**src/hdl/wspd_pkg.sv**
```systemverilog
// Package for the wake score peak decider.
// Holds the shared field widths, register codes, reset values and slot types.
// No dependencies.
package wspd_pkg;

  // Fixed widths of the interface fields.
  localparam int FIELD_SCORE_W = 16;
  localparam int SAMPLE_W      = 48;
  localparam int VOICE_W       = 16;
  localparam int LOCK_W        = 20;
  localparam int COUNT_W       = 32;
  localparam int CFG_IDX_W     = 2;
  localparam int CFG_DATA_W    = 20;

  // Default score resolution and the number of window slots.
  localparam int SCORE_BITS_DEF = 16;
  localparam int WIN_DEPTH      = 3;

  // Register reset values.
  localparam int ACCEPT_RST  = 34931;
  localparam int SUPPORT_RST = 22938;
  localparam int LOCKOUT_RST = 28000;

  // Configuration register indexes.
  typedef enum logic [CFG_IDX_W-1:0] {
    REG_ACCEPT_THR  = 2'd0,
    REG_SUPPORT_THR = 2'd1,
    REG_LOCKOUT_LEN = 2'd2
  } cfg_reg_t;

  // Observation carried with each frame score.
  typedef struct packed {
    logic [SAMPLE_W-1:0] sample;
    logic [VOICE_W-1:0]  voice_score;
    logic                voice_flag;
    logic                playback_flag;
  } slot_t;

  // Running peak handed from older to newer cells.
  typedef struct packed {
    logic  found;
    slot_t obs;
  } peak_t;

endpackage

```
**src/hdl/wspd_cell.sv**
```systemverilog
// One window slot of the wake score peak decider.
// Holds a frame score and observation, shifts toward the older neighbor and
// updates the running peak and support. Depends on wspd_pkg.
module wspd_cell import wspd_pkg::*; #(
  parameter int SW = SCORE_BITS_DEF
) (
  input  logic          clk,
  input  logic          rst_n,
  input  logic          shift,
  // Contents this slot takes on the next shift.
  input  logic          nb_valid,
  input  logic [SW-1:0] nb_score,
  input  slot_t         nb_obs,
  input  logic [SW-1:0] support_thr,
  // Peak over the older slots.
  input  peak_t         best_in,
  input  logic [SW-1:0] best_score_in,
  // Current contents, read by the older neighbor.
  output logic          slot_valid,
  output logic [SW-1:0] slot_score,
  output slot_t         slot_obs,
  // Peak including this slot, and this slot's support vote.
  output peak_t         best_out,
  output logic [SW-1:0] best_score_out,
  output logic          support_out
);

  logic          valid_r;
  logic [SW-1:0] score_r;
  slot_t         obs_r;
  logic          take;

  // Valid bit shifts with the data and is cleared by reset.
  always_ff @(posedge clk) begin
    if (!rst_n) begin
      valid_r <= 1'b0;
    end else if (shift) begin
      valid_r <= nb_valid;
    end
  end

  // Payload shifts without reset.
  always_ff @(posedge clk) begin
    if (shift) begin
      score_r <= nb_score;
      obs_r   <= nb_obs;
    end
  end

  assign slot_valid = valid_r;
  assign slot_score = score_r;
  assign slot_obs   = obs_r;

  // Decision on the post-shift contents; only a strictly larger score
  // displaces an older peak, so the earliest maximum wins.
  assign take = nb_valid && (!best_in.found || (nb_score > best_score_in));

  always_comb begin
    if (take) begin
      best_out.found = 1'b1;
      best_out.obs   = nb_obs;
      best_score_out = nb_score;
    end else begin
      best_out       = best_in;
      best_score_out = best_score_in;
    end
  end

  assign support_out = nb_valid && (nb_score >= support_thr);

endmodule

```
**src/hdl/wake_score_peak_decider_top.sv**
```systemverilog
// Top level of the wake score peak decider.
// Instantiates a chain of wspd_cell window slots and holds the configuration,
// lockout, counters and result register. Depends on wspd_pkg and wspd_cell.
//
//   Channel  Handshake              Carries
//   in_      in_valid / in_ready    score, frame sample, voice score and flags
//   out_     out_valid / out_ready  event fields, frame, peak and event counts
//   cfg_     cfg_valid / cfg_ready  register index and write data
//
// Each frame is decided in the cycle it is accepted; its result is registered,
// so one frame per cycle is sustained while out_ready is high. The shift of
// the three-cell window and the lockout compare and add set the path of that
// cycle. Reset (synchronous, active low) empties the window and clears the
// lockout and counters. A frame is accepted while the output register is empty
// or being read in the same cycle; cfg_ready is always high.
module wake_score_peak_decider_top import wspd_pkg::*; #(
  parameter int SCORE_BITS = SCORE_BITS_DEF
) (
  input  logic                     clk,
  input  logic                     rst_n,
  // Frame input.
  input  logic                     in_valid,
  output logic                     in_ready,
  input  logic [FIELD_SCORE_W-1:0] in_score,
  input  logic [SAMPLE_W-1:0]      in_frame_sample,
  input  logic [VOICE_W-1:0]       in_voice_score,
  input  logic                     in_voice_active,
  input  logic                     in_playback_on,
  // Result output.
  output logic                     out_valid,
  input  logic                     out_ready,
  output logic                     out_wake_detected,
  output logic [SAMPLE_W-1:0]      out_event_sample,
  output logic [FIELD_SCORE_W-1:0] out_event_score,
  output logic [VOICE_W-1:0]       out_event_voice_score,
  output logic                     out_event_playback,
  output logic [COUNT_W-1:0]       out_frames_seen,
  output logic [FIELD_SCORE_W-1:0] out_highest_score,
  output logic [COUNT_W-1:0]       out_events_seen,
  // Configuration writes.
  input  logic                     cfg_valid,
  output logic                     cfg_ready,
  input  logic [CFG_IDX_W-1:0]     cfg_index,
  input  logic [CFG_DATA_W-1:0]    cfg_wdata
);

  // Stored score width: the field width or less.
  localparam int SW = (SCORE_BITS < FIELD_SCORE_W) ? SCORE_BITS : FIELD_SCORE_W;
  localparam logic [COUNT_W-1:0]  COUNT_MAX  = '1;
  localparam logic [SAMPLE_W-1:0] SAMPLE_MAX = '1;

  logic                accept;
  logic                cfg_write;
  cfg_reg_t            cfg_reg;

  logic [SW-1:0]       accept_thr_r;
  logic [SW-1:0]       support_thr_r;
  logic [LOCK_W-1:0]   lockout_len_r;
  logic [SAMPLE_W-1:0] lockout_end_r;
  logic [COUNT_W-1:0]  frame_cnt_r;
  logic [COUNT_W-1:0]  event_cnt_r;
  logic [SW-1:0]       max_score_r;

  logic                out_valid_r;
  logic                wake_r;
  slot_t               event_obs_r;
  logic [SW-1:0]       event_score_r;

  // Window chain: index 0 oldest, index WIN_DEPTH-1 newest.
  logic                nb_valid   [WIN_DEPTH];
  logic [SW-1:0]       nb_score   [WIN_DEPTH];
  slot_t               nb_obs     [WIN_DEPTH];
  logic                slot_valid [WIN_DEPTH];
  logic [SW-1:0]       slot_score [WIN_DEPTH];
  slot_t               slot_obs   [WIN_DEPTH];
  peak_t               best_in    [WIN_DEPTH];
  logic [SW-1:0]       best_sc_in [WIN_DEPTH];
  peak_t               best_out   [WIN_DEPTH];
  logic [SW-1:0]       best_sc_out[WIN_DEPTH];
  logic                support    [WIN_DEPTH];

  slot_t               new_obs;
  peak_t               peak;
  logic [SW-1:0]       peak_score;
  logic                enough_support;
  logic                fire;
  logic [SAMPLE_W:0]   end_sum;
  logic [SW-1:0]       head_score;

  // Handshakes.
  assign in_ready  = !out_valid_r || out_ready;
  assign accept    = in_valid && in_ready;
  assign cfg_ready = 1'b1;
  assign cfg_write = cfg_valid && cfg_ready;
  assign cfg_reg   = cfg_reg_t'(cfg_index);

  // Configuration registers.
  always_ff @(posedge clk) begin
    if (!rst_n) begin
      accept_thr_r  <= SW'(ACCEPT_RST);
      support_thr_r <= SW'(SUPPORT_RST);
      lockout_len_r <= LOCK_W'(LOCKOUT_RST);
    end else if (cfg_write) begin
      unique case (cfg_reg)
        REG_ACCEPT_THR:  accept_thr_r  <= cfg_wdata[SW-1:0];
        REG_SUPPORT_THR: support_thr_r <= cfg_wdata[SW-1:0];
        REG_LOCKOUT_LEN: lockout_len_r <= cfg_wdata[LOCK_W-1:0];
        default: ;
      endcase
    end
  end

  // New frame entering the newest cell.
  assign head_score            = in_score[SW-1:0];
  assign new_obs.sample        = in_frame_sample;
  assign new_obs.voice_score   = in_voice_score;
  assign new_obs.voice_flag    = in_voice_active;
  assign new_obs.playback_flag = in_playback_on;

  // Chain wiring: data flows newest to oldest, the peak oldest to newest.
  genvar g;
  generate
    for (g = 0; g < WIN_DEPTH; g++) begin : g_cell
      if (g == WIN_DEPTH - 1) begin : g_head
        assign nb_valid[g] = 1'b1;
        assign nb_score[g] = head_score;
        assign nb_obs[g]   = new_obs;
      end else begin : g_body
        assign nb_valid[g] = slot_valid[g+1];
        assign nb_score[g] = slot_score[g+1];
        assign nb_obs[g]   = slot_obs[g+1];
      end
      if (g == 0) begin : g_first
        assign best_in[g]    = '0;
        assign best_sc_in[g] = '0;
      end else begin : g_rest
        assign best_in[g]    = best_out[g-1];
        assign best_sc_in[g] = best_sc_out[g-1];
      end

      wspd_cell #(
        .SW (SW)
      ) u_cell (
        .clk            (clk),
        .rst_n          (rst_n),
        .shift          (accept),
        .nb_valid       (nb_valid[g]),
        .nb_score       (nb_score[g]),
        .nb_obs         (nb_obs[g]),
        .support_thr    (support_thr_r),
        .best_in        (best_in[g]),
        .best_score_in  (best_sc_in[g]),
        .slot_valid     (slot_valid[g]),
        .slot_score     (slot_score[g]),
        .slot_obs       (slot_obs[g]),
        .best_out       (best_out[g]),
        .best_score_out (best_sc_out[g]),
        .support_out    (support[g])
      );
    end
  endgenerate

  assign peak       = best_out[WIN_DEPTH-1];
  assign peak_score = best_sc_out[WIN_DEPTH-1];

  // At least two of the three slots vote for support.
  assign enough_support = (support[0] && support[1]) || (support[0] && support[2]) ||
                          (support[1] && support[2]);

  // Wake decision on the shifted window.
  assign fire = peak.found && (peak.obs.sample >= lockout_end_r) &&
                peak.obs.voice_flag && (peak_score >= accept_thr_r) && enough_support;

  // Lockout end, saturating at the largest sample index.
  assign end_sum = {1'b0, peak.obs.sample} + (SAMPLE_W + 1)'(lockout_len_r);

  // Lockout and running counters.
  always_ff @(posedge clk) begin
    if (!rst_n) begin
      lockout_end_r <= '0;
      frame_cnt_r   <= '0;
      event_cnt_r   <= '0;
      max_score_r   <= '0;
    end else if (accept) begin
      if (frame_cnt_r != COUNT_MAX) begin
        frame_cnt_r <= frame_cnt_r + 1'b1;
      end
      if (head_score > max_score_r) begin
        max_score_r <= head_score;
      end
      if (fire) begin
        if (event_cnt_r != COUNT_MAX) begin
          event_cnt_r <= event_cnt_r + 1'b1;
        end
        lockout_end_r <= end_sum[SAMPLE_W] ? SAMPLE_MAX : end_sum[SAMPLE_W-1:0];
      end
    end
  end

  // Result register valid flag.
  always_ff @(posedge clk) begin
    if (!rst_n) begin
      out_valid_r <= 1'b0;
    end else if (accept) begin
      out_valid_r <= 1'b1;
    end else if (out_ready) begin
      out_valid_r <= 1'b0;
    end
  end

  // Event fields, zero when no event.
  always_ff @(posedge clk) begin
    if (accept) begin
      wake_r        <= fire;
      event_obs_r   <= fire ? peak.obs : '0;
      event_score_r <= fire ? peak_score : '0;
    end
  end

  // Counters change only on an accept, which also loads the result register.
  assign out_valid             = out_valid_r;
  assign out_wake_detected     = wake_r;
  assign out_event_sample      = event_obs_r.sample;
  assign out_event_score       = FIELD_SCORE_W'(event_score_r);
  assign out_event_voice_score = event_obs_r.voice_score;
  assign out_event_playback    = event_obs_r.playback_flag;
  assign out_frames_seen       = frame_cnt_r;
  assign out_highest_score     = FIELD_SCORE_W'(max_score_r);
  assign out_events_seen       = event_cnt_r;

  // Every accepted frame leaves a result in the output register.
  a_accept_loads: assert property (@(posedge clk) disable iff (!rst_n)
    accept |=> out_valid_r)
    else $error("accepted frame left no result");

  // Events never outnumber frames.
  a_events_le_frames: assert property (@(posedge clk) disable iff (!rst_n)
    event_cnt_r <= frame_cnt_r)
    else $error("event count above frame count");

  // A shown event has been counted.
  a_event_counted: assert property (@(posedge clk) disable iff (!rst_n)
    (out_valid_r && wake_r) |-> (event_cnt_r != '0))
    else $error("event shown but not counted");

  // Without an event the event fields are zero.
  a_no_event_zero: assert property (@(posedge clk) disable iff (!rst_n)
    (out_valid_r && !wake_r) |-> ((event_obs_r == '0) && (event_score_r == '0)))
    else $error("event fields set without an event");

  // An event moves the lockout end to at least the peak sample.
  a_lockout_moves: assert property (@(posedge clk) disable iff (!rst_n)
    (accept && fire) |=> (lockout_end_r >= $past(peak.obs.sample)))
    else $error("lockout end below event sample");

endmodule

```
**config.mk**
```make
export PLATFORM = sky130hd
export DESIGN_NAME = wake_score_peak_decider_top
export DESIGN_NICKNAME = d
export VERILOG_FILES = /design/src/hdl/wspd_pkg.sv /design/src/hdl/wspd_cell.sv /design/src/hdl/wake_score_peak_decider_top.sv
export SDC_FILE = /design/constraint.sdc
export NUM_CORES = 1
export LEC_CHECK = 0
export ABC_AREA = 1
export BUFFER_PORTS_ARGS = -buffer_cell sky130_fd_sc_hd__buf_2
export CAP_MARGIN = 0
export CORE_AREA = 2 2 266 268
export DETAILED_ROUTE_END_ITERATION = 16
export DIE_AREA = 0 0 268 270
export PLACE_DENSITY_LB_ADDON = 0.05
export REMOVE_ABC_BUFFERS = 1
export SLEW_MARGIN = 15
export SYNTH_ARGS = -nofsm -noshare
export SYNTH_HDL_FRONTEND = slang
export SYNTH_SLANG_ARGS = --single-unit
```
**constraint.sdc**
```tcl
create_clock -name clk -period 10.2 [get_ports clk]
set_clock_uncertainty 0.2 [all_clocks]
set_input_delay 1.02 -clock clk [delete_from_list [all_inputs] [get_ports clk]]
set_output_delay 1.02 -clock clk [all_outputs]
set_load 0.01 [all_outputs]
```
==> results.md, run 1 <==
* Status: completed
* Tightest Pin Transition at 1120 ps
* Core ar. at ~70000 um^2
* Synth Warn # at 0
* First-pass GRT wire length at between 100 and 150 mm
* Clk Tree Root Cell: clkbuf_16
* Worst Path Max Fanout at 110
* Cell Int Power at 3340 uW
* Routed Wire Length at 74.1 mm
* Met2 wire length at between 30 and 40 mm
* DRC viols at 0
* Routed WL per cell at 18.4 um
* CP Capture Point: out_events_seen[0]$_SDFFE_PN0P_
* Static Leak at ~0.012 uW
* Seq pwr share at 41.6%
* Leading area contributor after synthesis: edfxtp_1
* I/O Buffers at around 270
* Initial antenna violation count at 11
* R2R Setup Slk at roughly 1400 ps
* Fin. max-slew vios at 0
* CTS tree: yes
* Stages on the worst setup path at 34
* Critical path startpoint: g_cell[1].u_cell.slot_valid$_SDFFE_PN0P_
* Die H at between 200 and 300 um
* Slew HR at about a quarter
* Comb pwr share at between 10% and 20%
* Grt ovf at 0
* Clk_lat worst skew at 600 ps
* Postcts setup bufs at 0
* DR pass1 iterations at 5
* Min Clock Period, post-route at approximately 8800 ps
* Total GRT Usage at between 20% and 30%
* Top layer reached by signal wires: met5
* Placer Congestion at roughly 0.9
* Die width at 268 um
* IO Pins at roughly 270
* Post-Route Utilization at 39.3%
* Syn avg cell area at 8.31 um^2
* Total power at ~4700 uW
* Final Cycle Share at approximately 86%
* Clock transition at path regs at around 60 ps
* Endpoints failing setup at 0
* Post-Syn Area at 23300 um^2
* Dpl ws at about 1300 ps
* CP required at ~10000 ps
* Worst hold slack at around 240 ps
* Flops & latches, synth at between 400 and 500
* Switching Share at 29.2%
* Via count at 19821
* Top cell type's share of synthesized area at about a third
* Hold Path Origin: g_cell[2].u_cell.slot_obs[12]$_DFFE_PP_
* CP Launch Type: flop
* Vias in the first global route at about 20000
* Power density cells at roughly 170 nW/um^2
* Hold-fix buffers, CTS at 0
* Drt via density at around 4.9
* Register area share after synthesis at 47.3%
* HPWL Detailed at around 52 mm
* Min-Delay Path Class: flop to flop
* Num rows at 97
* Met3 wire len at approximately 4.0 mm
* Post_cts resized at 0
* Distinct cells, synth at 57
* Max Clock Freq at between 100 and 150 MHz
* RSZ-0062 raised after global routing: no
* Setup ws final at between 1000 and 1500 ps
* Setup TNS at 0 ps
* Largest net degree at the start of global routing at about 110
* Leading post-synthesis cells by cell area: edfxtp_1, dfxtp_1, ha_1
* Htree depth at 2
* Wl on met1 at 35.7 mm
* Fin. Hold Viols at 0
* Worst r2r path cells at 34
* Clock sink total at 429
* FF-to-FF End: out_events_seen[0]$_SDFFE_PN0P_
* Worst VDD drop at between 0.1 and 0.15 mV
* Final-stage net count at between 3000 and 4000
* Critical path class: flop to flop
* DR iter-0 viols at ~1300
* CP dominant cell by count: nand2_1
* Synthesized instance count at 2810
* Initial Util at around 34%
* Clock power frac at 40.7%
* Worst stage delay on the critical path at ~680 ps
* Slowest stage cell, crit path: buf_4
* Max-Cap Viols at 0
* ANT nets after route at 0
* Crit path capture type: flop
* Area Growth Syn to Fin at 17.2%
* Share of layout cells above drive strength 1 at 14.2%
* CTS Buf Count at between 50 and 60
* Psw at around 1400 uW
* Crit path DAT at a little over 9000 ps
* Clock Path Buffers at 3
* WP buf/inv at 3
* Die ar. at 72400 um^2
* Delay-heaviest family, CP: simple AND/OR/NAND/NOR gates
* RR Startpoint: g_cell[1].u_cell.slot_valid$_SDFFE_PN0P_
[cells in the mapped netlist (all sizes together)]
library cell,count
a211oi,4
a21boi,3
a21o,3
a21oi,258
a221oi,2
a31oi,27
and2,20
and3,6
buf,46
clkbuf,59
clkinv,1
conb,1
dfxtp,183
edfxtp,246
fa,1
ha,182
inv,351
nand2,554
nand3,167
nand3b,2
nand4,45
nor2,296
nor3,54
nor3b,3
nor4,12
o211ai,25
o21a,6
o21ai,195
o21bai,1
o221ai,4
o311ai,1
o31ai,1
or2,33
or4,1
xnor2,3
xor2,14
[layout by cell type, fill, tap and decap left out, types with 14 or more instances in the layout]
| cell | count |
|---|---|
| nand2_1 | 548 |
| o21ai_0 | 162 |
| a21oi_1 | 257 |
| inv_1 | 341 |
| clkbuf_16 | 56 |
| nor2_1 | 287 |
| and2_1 | 20 |
| xor2_1 | 14 |
| nor3_1 | 50 |
| o211ai_1 | 25 |
| nand4_1 | 44 |
| a31oi_1 | 25 |
| o21ai_1 | 32 |
| buf_2 | 271 |
| ha_1 | 182 |
| edfxtp_1 | 246 |
| dfxtp_1 | 182 |
| nand3_1 | 163 |
| buf_4 | 19 |
| or2_2 | 31 |
[logic make-up (layout without fill, tap and decap cells)]
family / after synthesis / in the layout / share of synthesized area [%]
fa+ha+maj: 183 / 183 / 9.84
other cells: 1 / 6 / 0.0161
buf+inv: 457 / 739 / 7.75
xor+xnor: 17 / 17 / 0.638
flops: 429 / 429 / 47.3
compound gates: 530 / 530 / 12.2
simple gates: 1193 / 1193 / 22.2
[metrics by stage]
stage	area, um^2	std cells
after floorplan	22900	2705
after global placement	25600	3936
after detailed placement	25600	3936
after CTS	27300	4032
after global routing	27400	4035
final	27400	4037
[routing by layer]
layer,vias up,global-route usage (%)
met2,424,32.0
met1,9306,28.4
li1,9976,-
met3,105,3.98
met4,10,5.13
met5,-,0
[how the worst min path moves through the flow]
stage,endpoint,slack (ps),cells after the start
floorplan,g_cell[1].u_cell.slot_obs[0]$_DFFE_PP_,220,0
global placement,g_cell[1].u_cell.slot_obs[4]$_DFFE_PP_,230,0
detailed placement,g_cell[1].u_cell.slot_obs[12]$_DFFE_PP_,230,0
CTS,g_cell[1].u_cell.slot_obs[41]$_DFFE_PP_,240,0
global route,g_cell[1].u_cell.slot_obs[64]$_DFFE_PP_,250,0
finish,g_cell[1].u_cell.slot_obs[12]$_DFFE_PP_,240,0
[state kept, by name, indices dropped and copies added, names as in the netlist, 20 cells and up]
signal,count
g_cell.u_cell.slot_obs,132
g_cell.u_cell.slot_score,32
lockout_end_r,48
lockout_len_r,20
out_event_sample,48
out_events_seen,32
out_frames_seen,32
[power by group through the flow]
stage	Clock, uW	Combinational, uW	Sequential [uW]
2_1_floorplan	0	528	2020
3_3_place_gp	0	832	2000
3_5_place_dp	0	842	2000
4_1_cts	1980	847	1960
5_1_grt	2050	958	1970
6_report	1920	839	1960
[cell type report]
cell class                      count  area (um^2)
Timing Repair Buffer              291         1520
Multi-Input combinational cell   1924        10500
Inverter                          352         1330
Clock buffer                       76         1550
Tap cell                          940         1180
Fill cell                        7160        42200
Clock inverter                     20          199
Sequential cell                   429        11100
Antenna cell                        5         12.5
(Power assumes the default switching activity.)
==> run 2, diff against run 1 <==
REMOVE_ABC_BUFFERS = unset   (was 1)
SLEW_MARGIN = unset   (was 15)
clock period = 7.9 ns   (was 10.2 ns; I/O delays follow)
==> run 2 against run 1 <==
  * Sequential cell count stayed put
  * Combinational power is 31% higher
  * Clock power up 25%
  * Core utilization is 0.25 points higher
  * Critical path type unchanged
  * Critical endpoint is now lockout_end_r[43]$_SDFFE_PN0P_
  * Largest cell class unchanged
==> results.md, run 2 (same netlist as run 1, synthesis figures left out) <==
* Vias in the first global route at roughly 20000
* Max Clock Freq at between 100 and 150 MHz
* CTS Buf Count at 51
* Dpl cells at ~4000
* Delay-heaviest family, CP: simple AND/OR/NAND/NOR gates
* Num rows at 97
* Htree depth at 2
* Crit path capture type: flop
* Comb pwr share at between 10% and 20%
* Initial Util at about a third
* CP required at roughly 8000 ps
* Max-Cap Viols at 0
* Core ar. at 69500 um^2
* DR iter-0 viols at approximately 1200
* Layer with the highest usage: met2
* GR Util met3 at between 3 and 4%
* Slew HR at between 30% and 40%
* Largest net degree at the start of global routing at 84
* Slowest stage cell, crit path: a31oi_1
* Most common cell after layout, fill and taps aside: nand2_1
* GR Util met2 at roughly a third
* Hold-fix buffers, CTS at 0
* Status: completed
* Die H at about 270 um
* CP Launch Type: flop
* Min Clock Period, post-route at a little over 7000 ps
* Min-Delay Path Class: input pin to flop
* RSZ-0062 raised after global routing: no
* Initial antenna violation count at 6
* Worst VDD drop at roughly 0.16 mV
* Die width at roughly 270 um
* Worst stage delay on the critical path at between 500 and 600 ps
* Max FFs per register at ~130
* Stages on the worst setup path at 37
* Worst hold slack at approximately 170 ps
* Hold depth at 1
* ANT nets after route at 0
* Switching Share at between 20% and 30%
* First-pass GRT wire length at 114 mm
* Total GRT Usage at 20.1%
* Via count at just under 20000
* Placer Congestion at 0.886
* Tightest Pin Transition at between 900 and 1000 ps
* Clk_lat worst skew at roughly 600 ps
* Grt ovf at 0
* Commonest cells after routing, fill and taps aside: nand2_1, inv_1, nor2_1, buf_2, a21oi_1
* Fin. max-slew vios at 0
* Fin. Hold Viols at 0
* Die ar. at between 70000 and 80000 um^2
* Drt via density at about 4.9
* Final std cells w/o fill at around 4100
* Critical path class: flop to flop
* HPWL Detailed at between 50 and 60 mm
* Endpoints failing setup at 0
* Seq pwr share at between 40% and 50%
* Met1 Use GR at 28.0%
* Share of layout cells above drive strength 1 at 14.9%
* Routed WL per cell at approximately 18 um
* Total power at ~6000 uW
* CP dominant cell by count: nand2_1
* Routed Wire Length at about 73 mm
* Final-stage net count at about 3400
* Clock power frac at 39.7%
* Mapped Nets at between 3000 and 4000
* Worst r2r path cells at 37
* Layout fillers at 7246
* Clock transition at path regs at about 70 ps
* Area Growth Syn to Fin at 17.9%
* Power density cells at about 220 nW/um^2
* Worst Path Max Fanout at 75
* DR pass1 iterations at 6
* Psw at between 1500 and 2000 uW
* WP buf/inv at 5
* Final Cycle Share at approximately 90%
* Antenna cell count at 0
* Crit path DAT at approximately 7500 ps
* Clock Path Buffers at 3
* DRC viols at 0
* Clock sink total at 429
* I/O Buffers at 272
* Static Leak at roughly 0.012 uW
* CTS tree: yes
* Clk Tree Root Cell: clkbuf_16
* IO Pins at 274
* Cell Int Power at 4260 uW
[run 2: layer usage]
| layer | up-vias | share of wire [%] |
|---|---|---|
| li1 | 9986 | - |
| met1 | 9202 | 48 |
| met2 | 433 | 45 |
| met3 | 103 | 5.1 |
| met4 | 12 | 2.1 |
| met5 | - | 0.087 |
[run 2: area by class of cell]
type | instances | area [um^2] | share of cell area [%]
clock buffers | 72 | 1480 | 5.37
clock inverters | 23 | 203 | 0.736
inverters | 352 | 1330 | 4.83
multi-input cells | 1924 | 10500 | 38.2
flip-flops and latches | 429 | 11100 | 40.1
well taps | 940 | 1180 | 4.27
repair buffers | 316 | 1760 | 6.41
[run 2: final timing paths]
path	slack (ps)	startpoint	end
setup / recovery	710	g_cell[1].u_cell.slot_valid$_SDFFE_PN0P_	lockout_end_r[43]$_SDFFE_PN0P_
hold / removal	170	in_frame_sample[25]	g_cell[2].u_cell.slot_obs[43]$_DFFE_PP_
setup reg to reg	710	g_cell[1].u_cell.slot_valid$_SDFFE_PN0P_	lockout_end_r[43]$_SDFFE_PN0P_
hold reg to reg	240	g_cell[2].u_cell.slot_obs[17]$_DFFE_PP_	g_cell[1].u_cell.slot_obs[17]$_DFFE_PP_
[run 2: through the flow]
stage                     setup WS [ps]  cell area (um^2)  setup TNS, ps  utilization [%]
after floorplan                     564             23400              0                -
after global placement             50.8             25700              0             37.0
after detailed placement           -133             25700           -515             37.0
after CTS                           263             27500              0             39.5
after global routing               50.1             27500              0             39.6
final                               715             27500              0             39.6
[run 2: power by group through the flow]
stage / clock (uW) / sequential, uW / combinational (uW)
after CTS: 2480 / 2540 / 1110
after floorplan: 0 / 2590 / 715
after global routing: 2570 / 2540 / 1270
after global placement: 0 / 2580 / 1080
final: 2400 / 2530 / 1100
after detailed placement: 0 / 2580 / 1090
[run 2: timing repair]
item,in CTS,in global routing
pin swaps,1,1
buffers inserted,4,5
endpoints found under the setup margin,45,77
endpoints found under the hold margin,0,0
gates resized for setup,0,4
